`config.mk`:
```
export PLATFORM = sky130hd
export DESIGN_NAME = olist_group
export DESIGN_NICKNAME = d
export VERILOG_FILES = /design/src/rtl/core/olist_pkg.sv /design/src/rtl/core/olist_group.sv
export SDC_FILE = /design/constraint.sdc
export NUM_CORES = 1
export LEC_CHECK = 0
export ABC_AREA = 1
export ABC_CLOCK_PERIOD_IN_PS = 1840
export BUFFER_PORTS_ARGS = -buffer_cell sky130_fd_sc_hd__buf_4
export CORE_AREA = 2 2 118 120
export DETAILED_ROUTE_END_ITERATION = 10
export DIE_AREA = 0 0 120 122
export SETUP_SLACK_MARGIN = 0.05
export SLEW_MARGIN = 40
export SYNTH_ARGS = -nofsm -noshare
export SYNTH_HDL_FRONTEND = slang
export SYNTH_SLANG_ARGS = --single-unit
```
`constraint.sdc`:
```
create_clock -name clk -period 1.84 [get_ports clk]
set_input_delay 0.184 -clock clk [delete_from_list [all_inputs] [get_ports clk]]
set_output_delay 0.184 -clock clk [all_outputs]
set_load 0.05 [all_outputs]
```
`src/rtl/core/olist_pkg.sv`:
```
`timescale 1ns / 1ps
// shared types and constants for the ordered list unit
package olist_pkg;

    localparam int CAPACITY   = 64;
    localparam int WORD_W     = 32;
    localparam int IDX_W      = $clog2(CAPACITY);
    localparam int CNT_W      = $clog2(CAPACITY + 1);
    localparam int KIND_W     = 3;
    localparam int GROUP_SIZE = 8;
    localparam int NUM_GROUPS = CAPACITY / GROUP_SIZE;
    localparam int GRP_IDX_W  = $clog2(GROUP_SIZE);

    typedef logic [WORD_W-1:0] word_t;

    typedef enum logic [KIND_W-1:0] {
        KIND_CLEAR  = 3'd0,
        KIND_READ   = 3'd1,
        KIND_INSERT = 3'd2,
        KIND_DELETE = 3'd3,
        KIND_SEARCH = 3'd4
    } kind_t;

    typedef enum logic [1:0] {
        ST_OK       = 2'd0,
        ST_FULL     = 2'd1,
        ST_BADPOS   = 2'd2,
        ST_NOTFOUND = 2'd3
    } status_t;

    typedef enum logic [1:0] {
        S_IDLE,
        S_EXEC,
        S_REDUCE,
        S_FINAL
    } state_t;

    typedef struct packed {
        logic             ins_en;
        logic             del_en;
        logic             rd_en;
        logic             srch_en;
        logic [CNT_W-1:0] pos;
        logic [CNT_W-1:0] cnt;
        word_t            val;
    } cell_ctrl_t;

    typedef struct packed {
        logic                 hit;
        logic [GRP_IDX_W-1:0] first;
        word_t                data;
    } grp_t;

endpackage

```
`src/rtl/core/olist_group.sv`:
```
`timescale 1ns / 1ps
// registered reduction over one group of cells: first hit and read data
module olist_group
    import olist_pkg::*;
(
    input  logic                                clk,
    input  logic [GROUP_SIZE-1:0]               hit,
    input  logic [GROUP_SIZE-1:0][WORD_W-1:0]   rd,
    output grp_t                                grp
);

    grp_t grp_reg;
    grp_t grp_next;

    always_comb
    begin
        grp_next = '0;
        for (int i = GROUP_SIZE - 1; i >= 0; i--)
        begin
            if (hit[i])
            begin
                grp_next.hit   = 1'b1;
                grp_next.first = GRP_IDX_W'(i);
            end
            grp_next.data = grp_next.data | rd[i];
        end
    end

    always_ff @(posedge clk)
    begin
        grp_reg <= grp_next;
    end

    assign grp = grp_reg;

endmodule

```
==> reports/results.txt <==
Post-DP HPWL - 7170 um
TritonRoute pass-1 iters - 4
CTS tree - done
First-pass GRT wire length - 11600 um
Status - finished, final reports clean
PortBufs - 300
Slew Viols, Final - 0
Pin count of the biggest net entering global routing - 11
Commonest non-fill, non-tap cell in the layout - buf_4
Most frequent cells in the layout - 300 x buf_4, 64 x nor4_1, 39 x nand2_1
Final instance area - 3960 um2
Synthesized cell area - 1340 um2
Worst hold stages - 2
Number of CTS-inserted buffers - 5
Layout cells sized above 1 - 66.5%
Slowest cell on the critical path - dfxtp_1
Antenna cells - 0
Root Driver - clkbuf_16
Routed wire per std cell - 12.3 um
Largest stage delay, worst path - 0.34 ns
Grt ovf - 0
Worst slew pin tran - 0.472 ns
Arr. time, crit path - 0.84 ns
Std-Cell Rows - 43
Place WS - 0.696 ns
Worst Setup Start Kind - register
Synth Instances - 154
Peak supply drop - 267 uV
Sequential fraction of the synthesis area - 53.8%
TNS Setup - 0 ns
Area delta synth->final - 196%
Placed cell areas - 3820 um2
Core area - 13500 um2
Warning count from the yosys run - 0
Pwr Density - 546 nW/um2
Htree depth - 2
Routed Antenna Nets - 0
Gr usage total - 10.4%
Die height - 122 um
Max_cap viols - 0
Hold Vio Cnt, Final - 0
Nets - 726
WHS Endpoint - grp[32]
Reg clk slew, reported paths - 0.06 ns
DRC Markers - 0
FF+latch count, synth - 36
Synth unique cells - 11
# setup viols final - 0
Starting Density - 9.92%
Vias per Instance - 3.79
Average size of a mapped cell - 8.70 um2
DR vias - 2433
Cts repair resizes - 0
Worst Path Required - 1.66 ns
Max reg flops - 36
Syn_nets - 419
PnR worst setup slack - 0.816 ns
Leak - 1.89 nW
Final WL - 7890 um
Max clock buf depth - 2
Fmax achieved - 976 MHz
CP top delay family - flip-flops
Worst hold start - hit[0]
Vias in the first global route - 2518
Hold-fix buffers, CTS - 0
Rel. slew slack - 68.3%
Postcts setup bufs - 0
Tmin final - 1.02 ns
Starting DRT DRC Count - 31
# IOs - 301
Die ar. - 14600 um2
Crit path buffers/inverters - 1
Critical-path maximum fanout - 1
Die width - 120 um
RSZ-0062 raised after global routing - no
Final period util - 55.7%
Routability cong. - 0.863
Critical path, cell by cell - buf_4
Kind of critical path - reg -> out
Initial antenna violation count - 0
Clock sinks - 36
Hold Path Class - in -> reg
CP Capture Type - output pin
-- layout make-up --
type                            instances  area, um2
Clock buffer                            8        146
Fill cell                            1437       9540
Inverter                                8       30.0
Multi-Input combinational cell        110        589
Sequential cell                        36        721
Tap cell                              180        225
Timing Repair Buffer                  300       2250
-- cell usage after synthesis --
library cell	count	area, um2
a21oi_1	1	5.00
a31oi_1	1	6.26
dfxtp_1	36	721
inv_1	8	30.0
nand2_1	39	146
nand3_1	1	5.00
nand4_1	1	6.26
nor2_1	1	3.75
nor3_2	1	10.0
nor4_1	64	400
or2_1	1	6.26
-- report_power, final --
group / internal (mW) / leakage [nW] / switching, mW
combinational: 0.378 / 1.53 / 0.137
clock: 0.540 / 0.0712 / 0.321
sequential: 0.786 / 0.292 / 0.00140
total: 1.70 / 1.89 / 0.459
-- worst max-delay path by stage --
stage                     endpoint     from  slack [ns]  cells past startpoint
after floorplan             grp[0]   grp[0]        1.07                      0
after global placement     grp[24]  rd[120]        0.69                      3
after detailed placement   grp[24]  rd[120]        0.70                      3
after CTS                  grp[15]  grp[15]        0.81                      1
after global routing       grp[15]  grp[15]        0.79                      1
final                      grp[15]  grp[15]        0.82                      1
-- per-stage QoR --
step	hold slack, ns	instances	utilization [%]	power [mW]
4_1_cts	0.0442	642	29.4	2.23
5_1_grt	0.0447	642	29.4	2.29
3_5_place_dp	0.356	634	28.3	1.32
2_1_floorplan	0.253	154	-	0.863
3_3_place_gp	0.351	634	28.3	1.31
6_report	0.0626	642	29.4	2.16
-- kinds of logic (layout without fill, tap and decap cells) --
kind of cell    count (synthesis)  count (layout)  synth area share, %
buf+inv                         8             316                 2.24
compound gates                  2               2                0.840
simple gates                  108             108                 43.1
flops                          36              36                 53.8
-- metal layers --
layer	part of all wire (%)	GRT usage [%]	up-vias
li1	-	-	1202
met1	34	10.6	1092
met2	55	19.2	127
met3	8.2	3.70	12
met4	2.1	4.34	0
met5	0	0	-
No activity file was read; power rests on OpenSTA's default activity.
