===== src/rtl/core/olist_pkg.sv =====
`timescale 1ns / 1ps
// shared types and constants for the ordered list unit
package olist_pkg;

    localparam int CAPACITY   = 64;
    localparam int WORD_W     = 32;
    localparam int IDX_W      = $clog2(CAPACITY);
    localparam int CNT_W      = $clog2(CAPACITY + 1);
    localparam int KIND_W     = 3;
    localparam int GROUP_SIZE = 8;
    localparam int NUM_GROUPS = CAPACITY / GROUP_SIZE;
    localparam int GRP_IDX_W  = $clog2(GROUP_SIZE);

    typedef logic [WORD_W-1:0] word_t;

    typedef enum logic [KIND_W-1:0] {
        KIND_CLEAR  = 3'd0,
        KIND_READ   = 3'd1,
        KIND_INSERT = 3'd2,
        KIND_DELETE = 3'd3,
        KIND_SEARCH = 3'd4
    } kind_t;

    typedef enum logic [1:0] {
        ST_OK       = 2'd0,
        ST_FULL     = 2'd1,
        ST_BADPOS   = 2'd2,
        ST_NOTFOUND = 2'd3
    } status_t;

    typedef enum logic [1:0] {
        S_IDLE,
        S_EXEC,
        S_REDUCE,
        S_FINAL
    } state_t;

    typedef struct packed {
        logic             ins_en;
        logic             del_en;
        logic             rd_en;
        logic             srch_en;
        logic [CNT_W-1:0] pos;
        logic [CNT_W-1:0] cnt;
        word_t            val;
    } cell_ctrl_t;

    typedef struct packed {
        logic                 hit;
        logic [GRP_IDX_W-1:0] first;
        word_t                data;
    } grp_t;

endpackage


===== src/rtl/core/olist_cell.sv =====
`timescale 1ns / 1ps
// one list cell: holds an entry, shifts with its neighbours, compares and selects
module olist_cell
    import olist_pkg::*;
(
    input  logic             clk,
    input  cell_ctrl_t       ctrl,
    input  logic [IDX_W-1:0] idx,
    input  word_t            left_data,
    input  word_t            right_data,
    output word_t            data,
    output logic             hit,
    output word_t            rd_data
);

    word_t            data_reg;
    word_t            data_next;
    logic             hit_reg;
    logic             hit_next;
    word_t            rd_reg;
    word_t            rd_next;
    logic [CNT_W-1:0] idx_ext;

    assign idx_ext = CNT_W'(idx);

    always_comb
    begin
        data_next = data_reg;
        if (ctrl.ins_en)
        begin
            if (idx_ext == ctrl.pos)
            begin
                data_next = ctrl.val;
            end
            else if (idx_ext > ctrl.pos)
            begin
                data_next = left_data;
            end
        end
        else if (ctrl.del_en && (idx_ext >= ctrl.pos))
        begin
            data_next = right_data;
        end
    end

    always_comb
    begin
        hit_next = ctrl.srch_en && (idx_ext < ctrl.cnt) && (data_reg == ctrl.val);
        rd_next  = (ctrl.rd_en && (idx_ext == ctrl.pos)) ? data_reg : '0;
    end

    always_ff @(posedge clk)
    begin
        data_reg <= data_next;
        hit_reg  <= hit_next;
        rd_reg   <= rd_next;
    end

    assign data    = data_reg;
    assign hit     = hit_reg;
    assign rd_data = rd_reg;

endmodule


===== config.mk =====
export PLATFORM = sky130hd
export DESIGN_NAME = olist_cell
export DESIGN_NICKNAME = d
export VERILOG_FILES = /design/src/rtl/core/olist_pkg.sv /design/src/rtl/core/olist_cell.sv
export SDC_FILE = /design/constraint.sdc
export NUM_CORES = 1
export LEC_CHECK = 0
export BUFFER_PORTS_ARGS = -buffer_cell sky130_fd_sc_hd__buf_2
export CAP_MARGIN = 20
export CORE_MARGIN = 2
export CORE_UTILIZATION = 46
export DETAILED_ROUTE_END_ITERATION = 6
export GPL_TIMING_DRIVEN = 0
export HOLD_SLACK_MARGIN = 0.15
export PLACE_DENSITY = 0.83
export SLEW_MARGIN = 15
export SYNTH_ARGS = -nofsm -noshare
export SYNTH_HDL_FRONTEND = slang
export SYNTH_SLANG_ARGS = --single-unit

===== constraint.sdc =====
create_clock -name clk -period 8.1 [get_ports clk]
set_clock_uncertainty 0.05 [all_clocks]
set_input_delay 1.62 -clock clk [delete_from_list [all_inputs] [get_ports clk]]
set_output_delay 1.62 -clock clk [all_outputs]
set_load 0.005 [all_outputs]

==> results.txt, run 1 <==
- The critical path is of the in -> reg type.
- The worst setup path is launched from an input port.
- Grt ovf: 0
- Count of input and output buffers: 184
* Leading cell types by count after synthesis: 61 x sky130_fd_sc_hd__nand2_1, 33 x sky130_fd_sc_hd__dfxtp_1
* Number of instances on the worst hold path: 1
- Once layout is complete, the utilization of the core stands at 0.665.
- Entering global routing, the biggest net connects 33 pins.
- Setup slack of the critical path after layout: 4.47 ns
- After clock tree synthesis, the flow added hold-fix buffers numbering 0.
* Area of the die: 7700 um2
- Clock transition at the register clock pins on the worst setup and hold paths after CTS: 0.07 ns
- Worst reg2reg setup slack: 6.36 ns
* Share of layout cells above drive strength 1: 0.411
* Floorplan row count: 30
* Relative slew slack: 0.458
- RSZ-0062 raised after global routing: false
- In this run the remaining antenna-violating nets after routing total 0.
- A synthesized cell averages 9.78 um2.
* Setup TNS Final: 0 ns
* Count of flip-flops with a built-in enable after synthesis: 32
- In the synthesized netlist the async set-or-reset flop fraction comes to 0.
* Switching part of the total power: 0.249
- Initial core utilization: 0.475
* Max Root-Sink Buffers: 2
* Setup slack at placement: 4.12 ns
- Final Slew Violations: 0
- Total wire length: 10100 um
- The path class of the tightest hold or removal check is reg -> reg.
* Depth of the worst register-to-register path: 4
- From bottom edge to top edge, the die measures 87.8 um.
- Synth Flop Type: sky130_fd_sc_hd__dfxtp_1
- CTS tree: yes
- Clock share of power: 0.405
- The tree is rooted in a sky130_fd_sc_hd__clkbuf_8.
- Timing would allow up to 275 MHz.
* Slew of the pin with the lowest slew margin: 0.813 ns
- The biggest area contributor in the post-synthesis netlist is sky130_fd_sc_hd__edfxtp_1.
- Fin. Hold Viols: 0
- Total core area: 6790 um2
- Wire length of the first global-routing pass: 15100 um
- In the synthesized netlist, the number of instances is 330.
- Arrival time at the worst endpoint: 3.53 ns
* Launch point of the worst reg-to-reg path: data[26]
* Worst-Skew Late Latency: 0.33 ns
* Shortest clock period the worst path allows after layout: 3.63 ns
- Of the post-synthesis cell area, the dominant cell type holds 0.298.
- After legalization and detailed placement, the total HPWL measured 7870 um.
- Compared with the post-synthesis result, the final layout area differs by 40.1%.
* Detail-routed via count per cell: 5.08
- Setup fix buffers added after clock tree synthesis: 0
- The tool flagged a number of max-cap violations equal to 0.
- Worst Hold Slack: 0.500 ns
* Start point of the worst min-delay path: data[15]
* Switching power: 0.212 mW
- Initial drt markers: 143
- During synthesis, Yosys emitted a total of 0 warnings.
* Number of detailed-routing iterations run before antenna repair: 4
- The internal portion of the total power is 0.640 mW.
* Worst EP required: 8.00 ns
* Antenna violations before repair: 0
- Count of state elements after synthesis: 65
* Ports: 186
* Total number of nets in the final design: 657
- For this design, the sink count on the clock tree is 65.
- Endpoints failing setup: 0
- DR WL/cell: 16.2 um
- Yosys instantiated no cell more often than sky130_fd_sc_hd__nand2_1.
- In this run the power density over the cells is 188 nW/um2.
- Of the synthesized area, sequential elements account for 0.503.
- Standard cell area after detailed placement: 4270 um2
* Critical-path maximum fanout: 32
- For this run, design rule violations remaining after detail routing come to 0.
- Area of the mapped netlist: 3230 um2
- Across the VDD grid, the largest voltage drop is 0.0988 mV.
- The design draws 0.852 mW.
- In the finished design, the share of the clock period the worst path needs comes to 0.449.
* Pleak: 2.36 nW
* GR Util All Layers: 0.261
* Number of global-route vias before repair: 3095
- Buffers inserted during clock tree synthesis total 9.
* Cells taking the most area after synthesis: sky130_fd_sc_hd__edfxtp_1 30%, sky130_fd_sc_hd__dfxtp_1 20%, sky130_fd_sc_hd__xor2_1 8.4%
- DIE WIDTH: 87.8 um
- Relative contribution of combinational cells to total power: 0.148
- Number of nets produced by synthesis: 462
- The worst hold path terminates at rd_data[15].
- Counting tap cells, the placed design contains a total of 610 instances.
- Fraction of power consumed by sequential logic: 0.447
* Post-route standard cell area excluding fillers: 4520 um2
* CP endpoint kind: flip-flop
- The endpoint identified for the worst register-to-register timing path is hit.
- The finished layout holds 626 standard cells, fillers aside.
* Library cells used by synthesis: 32
- Number of cells upsized or downsized after cts: 0
* Last weighted congestion value of the routability-driven placer: 0.941
- Ant. Diodes: 0
- Total vias in the final route: 3180
* Status: finished clean
- CTS built an H-tree with a depth of 3.
==> layout by cell type, fill, tap and decap left out, drive strengths merged <==
master       count
clkinvlp         2
nand4b           1
o21ai            2
and4b            1
a2111oi          1
clkbuf          20
xnor2            1
o22a             1
edfxtp          32
nor2            32
a21oi            3
ha              11
buf            191
nand2           65
or3              1
inv             14
dfxtp           33
nand2b           1
nor3             2
nor2b            1
nor4             7
dlygate4sd3      1
o2111ai          1
nand3            1
dlygate4sd1      2
a21o             4
a31oi           32
bufinv           3
nand4            1
xor2            31
and3            32
==> layer usage <==
layer / vias up / GRT usage / share of wire
met5: - / 0 / 0
met4: 0 / 0.113 / 0.028
met3: 22 / 0.0311 / 0.070
met2: 150 / 0.456 / 0.51
met1: 1473 / 0.324 / 0.40
li1: 1535 / - / -
==> cells by family (layout without fill, tap and decap cells) <==
group	count (synthesis)	after routing	share of synthesized area
xor gates and xnor gates	32	32	0.0869
AOI/OAI and AO/OA	44	44	0.0892
and+or+nand+nor	145	145	0.218
DFF	65	65	0.503
buffers and inverters	33	233	0.0609
adders and majority gates	11	11	0.0427
==> critical path: stages <==
cell and delay (ns):
sky130_fd_sc_hd__buf_2 0.09, sky130_fd_sc_hd__inv_1 0.04, sky130_fd_sc_hd__ha_1 0.33, sky130_fd_sc_hd__nand4b_4 0.14, sky130_fd_sc_hd__or3_1 0.38, sky130_fd_sc_hd__buf_6 0.15
sky130_fd_sc_hd__o21ai_0 0.07, sky130_fd_sc_hd__o22a_2 0.70
==> power by group through the flow <==
stage / Sequential, mW / Clock (mW) / Combinational, mW
final: 0.381 / 0.345 / 0.126
after global routing: 0.383 / 0.361 / 0.139
after CTS: 0.381 / 0.345 / 0.125
after global placement: 0.387 / 0 / 0.121
after detailed placement: 0.388 / 0 / 0.124
after floorplan: 0.388 / 0 / 0.0536
==> worst max-delay path by stage <==
stage | from | end | slack [ns] | cells after the start
2_1_floorplan | ctrl[44] | data[0] | 4.19 | 7
3_3_place_gp | idx[5] | data[25] | 3.68 | 7
3_5_place_dp | ctrl[44] | data[25] | 4.12 | 8
4_1_cts | ctrl[44] | data[28] | 4.47 | 8
5_1_grt | ctrl[43] | data[2] | 4.35 | 8
6_report | ctrl[44] | data[12] | 4.47 | 8
==> cell type report <==
class	count	area [um2]
clock inverters	6	114
flip-flops and latches	65	1620
plain buffers	20	148
repair buffers	184	921
inverters	13	48.8
clock buffers	10	138
multi-input cells	232	1410
well taps	96	120
fillers	565	2270
Note: power is estimated with default switching activity, not from simulation.
==> run 2, diff against run 1 <==
CORE_UTILIZATION = 44   (was 46)
PLACE_DENSITY = 0.8   (was 0.83)
clock period = 3.4 ns   (was 8.1 ns; I/O delays follow)
==> run 2 against run 1 <==
First-iteration DRC count is 39% higher. Largest power group unchanged. Sequential power is 140% higher. Non-clock buffer count stayed put. Sequential share of layout area is 0.36 points higher. Critical path type unchanged.
==> results.txt, run 2 (synthesis results as in run 1) <==
- DRC errors left: 0 (unchanged)
- The clock buffer count from CTS was 9 (unchanged).
- The post-cts repair resize count was 0 (unchanged).
- Area added between synthesis and finish: 38.7% (was 40.1%)
* Area of the multi-input gates: 1410 um2 (unchanged)
- The row count came to 31 (was 30).
* Maximum number of pins on one net before global-route repair: 33 (unchanged)
* GR Util All Layers: 0.251 (was 0.261)
- The detail-routed via count per cell was 5.12 (was 5.08).
- The power density normalized to cell area is 422 nW/um2 (was 188 nW/um2).
* Ant. Diodes: 0 (unchanged)
* Post-Layout Cell Count: 629 (was 626)
- The post-route core utilization was 0.624 (was 0.665).
* Critical-path maximum fanout: 32 (unchanged)
- The leading cell type in the layout, fill and taps excluded is sky130_fd_sc_hd__buf_2 (unchanged).
* Last weighted congestion value of the routability-driven placer: 0.861 (was 0.941)
- The core outline area was 7180 um2 (was 6790 um2).
* Seq. cell area: 1620 um2 (unchanged)
- CP endpoint kind: flip-flop (unchanged)
- Arrival time at the worst endpoint: 2.65 ns (was 3.53 ns)
* Pleak: 2.34 nW (was 2.36 nW)
* Share of layout cells above drive strength 1: 0.411 (unchanged)
* Number of detailed-routing iterations run before antenna repair: 4 (unchanged)
- Ports: 186 (unchanged)
- Peak supply drop: 0.208 mV (was 0.0988 mV)
* Number of global-route vias before repair: 2993 (was 3095)
* Status: finished clean (unchanged)
- Slew of the pin with the lowest slew margin: 0.834 ns (was 0.813 ns)
* Peak Freq: 366 MHz
- Grt ovf: 0 (unchanged)
* Total wire length: 10400 um (was 10100 um)
- Relative slew slack: 0.444 (was 0.458)
- The H-tree level count was 3 (unchanged).
- The initial cell density of the core came to 0.450 (was 0.475).
- The count of routing violations after the opening detailed-route iteration was 199 (was 143).
* Clock transition at the register clock pins on the worst setup and hold paths after CTS: 0.07 ns (about the same)
- The number of fillers in the final layout is 635 (was 565).
- The number of nets with antenna violations after routing came to 0 (unchanged).
- DR WL/cell: 16.6 um (was 16.2 um)
- The total die area is 8030 um2 (was 7700 um2).
- The placed cell count is 613 (was 610).
- Setup fix buffers added after clock tree synthesis: 0 (unchanged)
* Count of input and output buffers: 184 (unchanged)
- The root cell of the clock tree is sky130_fd_sc_hd__clkbuf_8 (unchanged).
* Category of the worst setup path launch point: input port (unchanged)
- The class of the tightest hold or removal check is reg -> reg (unchanged).
* Post-route standard cell area excluding fillers: 4480 um2 (was 4520 um2)
- The category of the critical setup timing path is in -> reg (unchanged).
* Total number of nets in the final design: 657 (unchanged)
- Final Power: 1.89 mW (was 0.852 mW)
- Shortest clock period the worst path allows after layout: 2.73 ns
* Worst EP required: 3.32 ns (was 8.00 ns)
- Fin. Hold Viols: 0 (unchanged)
* Commonest non-fill, non-tap cells in the layout: 184 x sky130_fd_sc_hd__buf_2, 61 x sky130_fd_sc_hd__nand2_1, 33 x sky130_fd_sc_hd__dfxtp_1 (unchanged)
* RSZ-0062 raised after global routing: false (unchanged)
- Max Root-Sink Buffers: 2 (unchanged)
- Fraction of the cycle the final worst path needs: 0.804
- Worst-Skew Late Latency: 0.35 ns (was 0.33 ns)
- Total vias in the final route: 3220 (was 3180)
* Number of hold buffers added after CTS: 0 (unchanged)
- The clock sink count is 65 (unchanged).
- DIE WIDTH: 89.6 um (was 87.8 um)
- Wire length of the first global-routing pass: 14900 um (was 15100 um)
- Final Slew Violations: 0 (unchanged)
* CTS tree: yes (unchanged)
- Worst Hold Slack: 0.495 ns (was 0.500 ns)
- Die Y-Extent: 89.6 um (was 87.8 um)
- Number of max-cap violations: 0 (unchanged)
- The placed cell area came to 4270 um2 (about the same).
- Antenna violations before repair: 0 (unchanged)
* Endpoints failing setup: 0 (unchanged)
- The half-perimeter wire length after placement came to 8070 um (was 7870 um).
==> run 2: cell count changes in the layout (fill, tap and decap cells not counted), sizes merged <==
cell	before	now
inv	14	15
bufinv	3	1
clkinv	0	1
==> run 2: area by class of cell <==
cell class                      instances  share of cell area
Sequential cell                        65               0.362
Multi-Input combinational cell        232               0.315
Timing Repair Buffer                  184               0.206
Buffer                                 20              0.0330
Clock buffer                           10              0.0308
Tap cell                               99              0.0277
Clock inverter                          6              0.0145
Inverter                               13              0.0109
==> run 2: path summary, 6_finish.rpt <==
| check | endpoint | startpoint | slack [ns] | depth (start not counted) |
|---|---|---|---|---|
| min | rd_data[9] | data[9] | 0.50 | 1 |
| max | data[15] | ctrl[44] | 0.67 | 8 |
| max reg2reg | hit | data[25] | 1.58 | 4 |
| min reg2reg | rd_data[9] | data[9] | 0.50 | 1 |
==> run 2: power by group <==
group	internal (mW)	switching (mW)
Clock	0.360	0.316
Combinational	0.140	0.163
Sequential	0.874	0.0339
==> run 2: layer usage <==
layer / vias to the layer above / GRT usage / share of wire
met5: - / 0 / 0
met4: 0 / 0.0828 / 0.021
met3: 24 / 0.0713 / 0.078
met2: 170 / 0.422 / 0.51
met1: 1491 / 0.311 / 0.39
li1: 1535 / - / -
==> run 2: critical path, cell delays in order <==
cell and delay [ns]:
sky130_fd_sc_hd__buf_2 0.08, sky130_fd_sc_hd__inv_1 0.04, sky130_fd_sc_hd__ha_1 0.33, sky130_fd_sc_hd__nand4b_4 0.14, sky130_fd_sc_hd__or3_1 0.41, sky130_fd_sc_hd__buf_6 0.16
sky130_fd_sc_hd__o21ai_0 0.08, sky130_fd_sc_hd__o22a_2 0.72
==> run 2: stage by stage <==
step / setup slack (ns) / setup TNS (ns)
floorplan: 0.428 / 0
global placement: -0.0988 / -3.13
detailed placement: 0.332 / 0
CTS: 0.695 / 0
global route: 0.561 / 0
finish: 0.667 / 0
